**src/design/tst_pkg.sv**
```systemverilog
// ----------------------------------------------------------------------------
// tst_pkg
// Shared types and constants of the TCP session tracker.
// ----------------------------------------------------------------------------
`default_nettype none
package tst_pkg;

	localparam int ENTRIES_DEF = 64;

	localparam logic [7:0] FL_FIN = 8'h01;
	localparam logic [7:0] FL_SYN = 8'h02;
	localparam logic [7:0] FL_RST = 8'h04;
	localparam logic [7:0] FL_ACK = 8'h10;

	typedef struct packed {
		logic [31:0] src_ip;
		logic [31:0] dst_ip;
		logic [15:0] src_port;
		logic [15:0] dst_port;
		logic [31:0] seq_num;
		logic [31:0] ack_num;
		logic [7:0]  tcp_flags;
	} pkt_t;

	typedef struct packed {
		logic        status;
		logic [31:0] finished_count;
		logic [31:0] aborted_count;
		logic [6:0]  open_sessions;
	} res_t;

	// lookup pass kinds
	typedef enum logic [5:0] {
		K_NONE   = 6'b000001,
		K_FREE   = 6'b000010,
		K_SYNACK = 6'b000100,
		K_FIN    = 6'b001000,
		K_ACK    = 6'b010000,
		K_RST    = 6'b100000
	} kind_t;

	// classified item passed from front to back
	typedef struct packed {
		pkt_t  pkt;
		kind_t first;
		logic  rst_after;
	} work_t;

	// one table entry as stored in memory
	typedef struct packed {
		logic [31:0] src_ip;
		logic [31:0] dst_ip;
		logic [15:0] src_port;
		logic [15:0] dst_port;
		logic [31:0] seq;
		logic [7:0]  flags;
		logic [31:0] stamp;
	} ent_t;

endpackage
`default_nettype wire

```
**src/design/tst_front.sv**
```systemverilog
// ----------------------------------------------------------------------------
// tst_front
// Accepts packet headers, classifies the flag byte, and queues the work.
// ----------------------------------------------------------------------------
`default_nettype none
module tst_front (
	input  wire logic          clk,
	input  wire logic          arst_n,
	input  wire tst_pkg::pkt_t pkt,
	input  wire logic          pkt_valid,
	output logic               pkt_stall,
	output tst_pkg::work_t     work,
	output logic               work_valid,
	input  wire logic          work_pop
);

	tst_pkg::work_t slot_q [2];
	logic           rd_ptr_q, wr_ptr_q;
	logic [1:0]     fill_q;
	tst_pkg::work_t cls;
	logic           push;
	logic [7:0]     fl;

	always_comb begin
		fl = pkt.tcp_flags;
		cls.pkt = pkt;
		cls.rst_after = 1'b0;
		if (fl == tst_pkg::FL_SYN) begin
			cls.first = tst_pkg::K_FREE;
		end else if ((fl & tst_pkg::FL_SYN) != 8'd0 && (fl & tst_pkg::FL_ACK) != 8'd0) begin
			cls.first = tst_pkg::K_SYNACK;
			cls.rst_after = (fl & tst_pkg::FL_RST) != 8'd0;
		end else if ((fl & tst_pkg::FL_FIN) != 8'd0) begin
			cls.first = tst_pkg::K_FIN;
			cls.rst_after = (fl & tst_pkg::FL_RST) != 8'd0;
		end else if (fl == tst_pkg::FL_ACK) begin
			cls.first = tst_pkg::K_ACK;
		end else if ((fl & tst_pkg::FL_RST) != 8'd0) begin
			cls.first = tst_pkg::K_RST;
		end else begin
			cls.first = tst_pkg::K_NONE;
		end
	end

	assign pkt_stall  = (fill_q == 2'd2);
	assign push       = pkt_valid && !pkt_stall;
	assign work_valid = (fill_q != 2'd0);
	assign work       = slot_q[rd_ptr_q];

	always_ff @(posedge clk) begin
		if (push) begin
			slot_q[wr_ptr_q] <= cls;
		end
	end

	always_ff @(posedge clk or negedge arst_n) begin
		if (!arst_n) begin
			rd_ptr_q <= 1'b0;
			wr_ptr_q <= 1'b0;
			fill_q   <= 2'd0;
		end else begin
			if (push) begin
				wr_ptr_q <= !wr_ptr_q;
			end
			if (work_pop) begin
				rd_ptr_q <= !rd_ptr_q;
			end
			fill_q <= fill_q + {1'b0, push} - {1'b0, work_pop};
		end
	end

endmodule
`default_nettype wire

```
**config.mk**
```make
export PLATFORM = sky130hd
export DESIGN_NAME = tst_front
export DESIGN_NICKNAME = d
export VERILOG_FILES = /design/src/design/tst_pkg.sv /design/src/design/tst_front.sv
export SDC_FILE = /design/constraint.sdc
export NUM_CORES = 1
export LEC_CHECK = 0
export ABC_AREA = 1
export BUFFER_PORTS_ARGS = -buffer_cell sky130_fd_sc_hd__buf_2
export CAP_MARGIN = 40
export CORE_MARGIN = 4
export CORE_UTILIZATION = 48
export CTS_CLUSTER_DIAMETER = 40
export DETAILED_ROUTE_END_ITERATION = 12
export PLACE_DENSITY = 0.86
export SYNTH_ARGS = -nofsm -noshare
export SYNTH_HDL_FRONTEND = slang
export SYNTH_SLANG_ARGS = --single-unit
```
**constraint.sdc**
```tcl
create_clock -name clk -period 8.4 [get_ports clk]
set_input_delay 0.42 -clock clk [delete_from_list [all_inputs] [get_ports clk]]
set_output_delay 0.42 -clock clk [all_outputs]
set_load 0.03 [all_outputs]
```
==> results.sh <==
export IMPL_status="complete, no violations"
export IMPL_drt_initial_drc_count=402
export IMPL_syn_nets=766
export IMPL_design_area_um2=17300
export IMPL_final_setup_tns_ns=0
export IMPL_critPathSlowestCell="dfrtp_4"
export IMPL_max_cap_violations=0
export IMPL_htreeDepth=2
export IMPL_critPathKind="flip-flop to output pin"
export IMPL_hpwl_mm=19.1
export IMPL_die_h_um=176
export IMPL_cp_data_required_time_ns=7.98
export IMPL_postRouteAntennaNets=0
export IMPL_power_density_nw_per_um2=398
export IMPL_fin_skew_ns=0.0162
export IMPL_fp_dieArea_um2=30900
export IMPL_r2r_cells=6
export IMPL_vias=6867
export IMPL_post_cts_setup_buffers=0
export IMPL_root_buffer="clkbuf_16"
export IMPL_grt_setup_unrepaired="false"
export IMPL_ios=349
export IMPL_area_growth_pct=27.9
export IMPL_p_leak_nw=6.91
export IMPL_crit_top_cell="buf_16"
export IMPL_slew_headroom=0.607
export IMPL_worst_ep_arrival_time_ns=2.77
export IMPL_cts_sinks=354
export IMPL_routed_wl_mm=27.5
export IMPL_setup_viol=0
export IMPL_floorplan_initialDensity=0.487
export IMPL_critPathTopFamily="buffers and inverters"
export IMPL_grt_max_degree=60
export IMPL_synth_most_common_cell="edfxtp_1"
export IMPL_critPathCaptureType="output pin"
export IMPL_path_depth=5
export IMPL_peakVddDrop_uv=294
export IMPL_path_buf_inv=4
export IMPL_synth_edf_count=350
export IMPL_yosysTopAreaCell="edfxtp_1"
export IMPL_grt_pass1_vias=7408
export IMPL_ys_ff_latch=354
export IMPL_synth_area_leaders="edfxtp_1 (78%), mux2_4 (16%), mux2_2 (2.9%)"
export IMPL_yosysWarningCount=0
export IMPL_fmax_ghz=0.313
export IMPL_gp_congestion=0.761
export IMPL_layout_nets=1155
export IMPL_numCtsBuffers=43
export IMPL_cts_tree="done"
export IMPL_clk_path_buf_depth=3
export IMPL_cts_repair_resize_count=0
export IMPL_ys_types=16
export IMPL_path_clk_slew_ns=0.06
export IMPL_postSynthCellCount=592
export IMPL_wire_per_inst_um=19.7
export IMPL_insertion_delay_ns=0.51
export IMPL_worstPathCellList="buf_16 > buf_4 > buf_16 > mux2_4 > buf_2"
export IMPL_syn_avg_cell_area_um2=22.8
export IMPL_synth_cells_most_frequent="edfxtp_1 (350), mux2_4 (140), mux2_2 (35)"
export IMPL_max_stage_delay_ns=0.63
export IMPL_fill_cells=1994
export IMPL_antenna_found_initial=5
export IMPL_placed_area_um2=15800
export IMPL_worst_pin_slew_ns=0.586
export IMPL_die_w_um=176
export IMPL_yosysTopAreaCellShare=0.777
export IMPL_dr_pass1_iters=5
export IMPL_post_route_period_util=0.380
export IMPL_critPathLaunchType="flip-flop"
export IMPL_finalHoldViolCount=0
export IMPL_finalCriticalPeriod_ns=3.19
export IMPL_min_path_type="input port to flip-flop"
export IMPL_grt_pass1_wl_mm=40.9
export IMPL_port_buffers=348
export IMPL_grt_ovfl_total=0
export IMPL_slew_violations=0
export IMPL_ys_flop_type="edfxtp_1"
export IMPL_ctsHoldBuffers=1
export IMPL_core_area_um2=27800
export IMPL_seq_area_frac_synth=0.785
export IMPL_drive_gt1_frac=0.603
export IMPL_grt_usage=0.171
export IMPL_min_path_cells=1
export IMPL_worst_path_max_fanout=40
export IMPL_drc_errors=0
export IMPL_fp_row_count=61
export IMPL_async_flop_share=0.0113
export IMPL_routed_via_density=4.92
export IMPL_netlist_area_um2=13500
-- sequential cells by signal, indices dropped and copies added, names as in the netlist --
| signal | count |
|---|---|
| wr_ptr_q | 1 |
| rd_ptr_q | 1 |
| fill_q | 2 |
| slot_q | 350 |
-- kinds of logic (layout without fill, tap and decap cells) --
family / count (synthesis) / count (layout) / synth area share
AO/OA/AOI/OAI: 2 / 2 / 0.000740
XOR/XNOR: 4 / 4 / 0.00259
adder cells (fa/ha/maj): 2 / 2 / 0.00185
buffers and inverters: 32 / 453 / 0.0186
flip-flops: 354 / 354 / 0.785
multiplexers: 175 / 175 / 0.185
other: 0 / 4 / 0
AND/OR/NAND/NOR: 23 / 23 / 0.00676
-- cell type report --
class | instances | area (um2) | area share
Timing Repair Buffer | 364 | 2040 | 0.118
Clock inverter | 29 | 298 | 0.0172
Tap cell | 378 | 473 | 0.0274
Sequential cell | 354 | 10600 | 0.614
Inverter | 12 | 45.0 | 0.00261
Antenna cell | 4 | 10.0 | 0.000579
Multi-Input combinational cell | 206 | 2670 | 0.155
Clock buffer | 48 | 1140 | 0.0658
-- metal layers --
metal / GRT usage / routed length (um) / up-vias
met1: 0.194 / 9960 / 3422
met5: 0 / 0 / -
met4: 0.0718 / 994 / 0
met2: 0.310 / 14800 / 259
li1: - / - / 3123
met3: 0.0383 / 1730 / 63
-- per-stage QoR --
stage / worst slack, ns / util / power (mW) / hold slack, ns / instances
2_1_floorplan: -0.151 / - / 4.58 / 0.124 / 592
3_3_place_gp: 5.32 / 0.561 / 5.01 / 0.228 / 1304
3_5_place_dp: 5.72 / 0.570 / 5.14 / 0.228 / 1313
4_1_cts: 5.16 / 0.622 / 6.96 / 0.0692 / 1391
5_1_grt: 5.07 / 0.622 / 7.17 / 0.0698 / 1395
6_report: 5.21 / 0.622 / 6.89 / 0.0926 / 1395
-- cells in the final DEF, fill, tap and decap left out --
cell	n
nand3_1	2
dfrtp_4	1
mux2_4	140
or2_2	1
a21oi_1	1
xnor2_1	1
dfrtp_1	3
xor2_1	3
edfxtp_1	350
bufinv_16	4
buf_4	6
clkbuf_1	3
clkinv_1	5
inv_1	12
nand2_1	8
diode_2	4
clkinvlp_4	10
clkinv_4	6
buf_2	348
inv_6	3
dlygate4sd3_1	1
o21ai_1	1
nor2_1	10
mux2_2	35
nor2_4	2
buf_12	1
clkbuf_16	45
ha_1	2
buf_16	8
clkinv_2	1
-- final timing paths --
kind,start,endpoint,slack (ns)
worst max-delay path,rd_ptr_q$_DFFE_PN0P_,work[85],5.21
worst min-delay path,pkt[109],slot_q[1][116]$_DFFE_PP_,0.09
worst max register to register,fill_q[1]$_DFF_PN0_,slot_q[1][45]$_DFFE_PP_,6.00
worst min register to register,fill_q[0]$_DFF_PN0_,fill_q[0]$_DFF_PN0_,0.56
max in group asynchronous,arst_n,rd_ptr_q$_DFFE_PN0P_,8.01
min in group asynchronous,arst_n,fill_q[0]$_DFF_PN0_,0.25
-- worst register-to-register path, stage by stage, from the launching register on --
cell	delay (ns)
dfrtp_1	0.39
inv_1	0.12
o21ai_1	0.20
nor2_4	0.50
buf_16	0.23
buf_4	0.29
buf_16	0.33
-- where the power goes --
| group | internal, mW | leakage [nW] | switching (mW) |
|---|---|---|---|
| registers | 2.41 | 3.30 | 0.120 |
| clock network | 1.11 | 0.666 | 0.693 |
| logic | 0.979 | 2.94 | 1.57 |
| total | 4.50 | 6.91 | 2.39 |
Note: power is estimated with default switching activity, not from simulation.
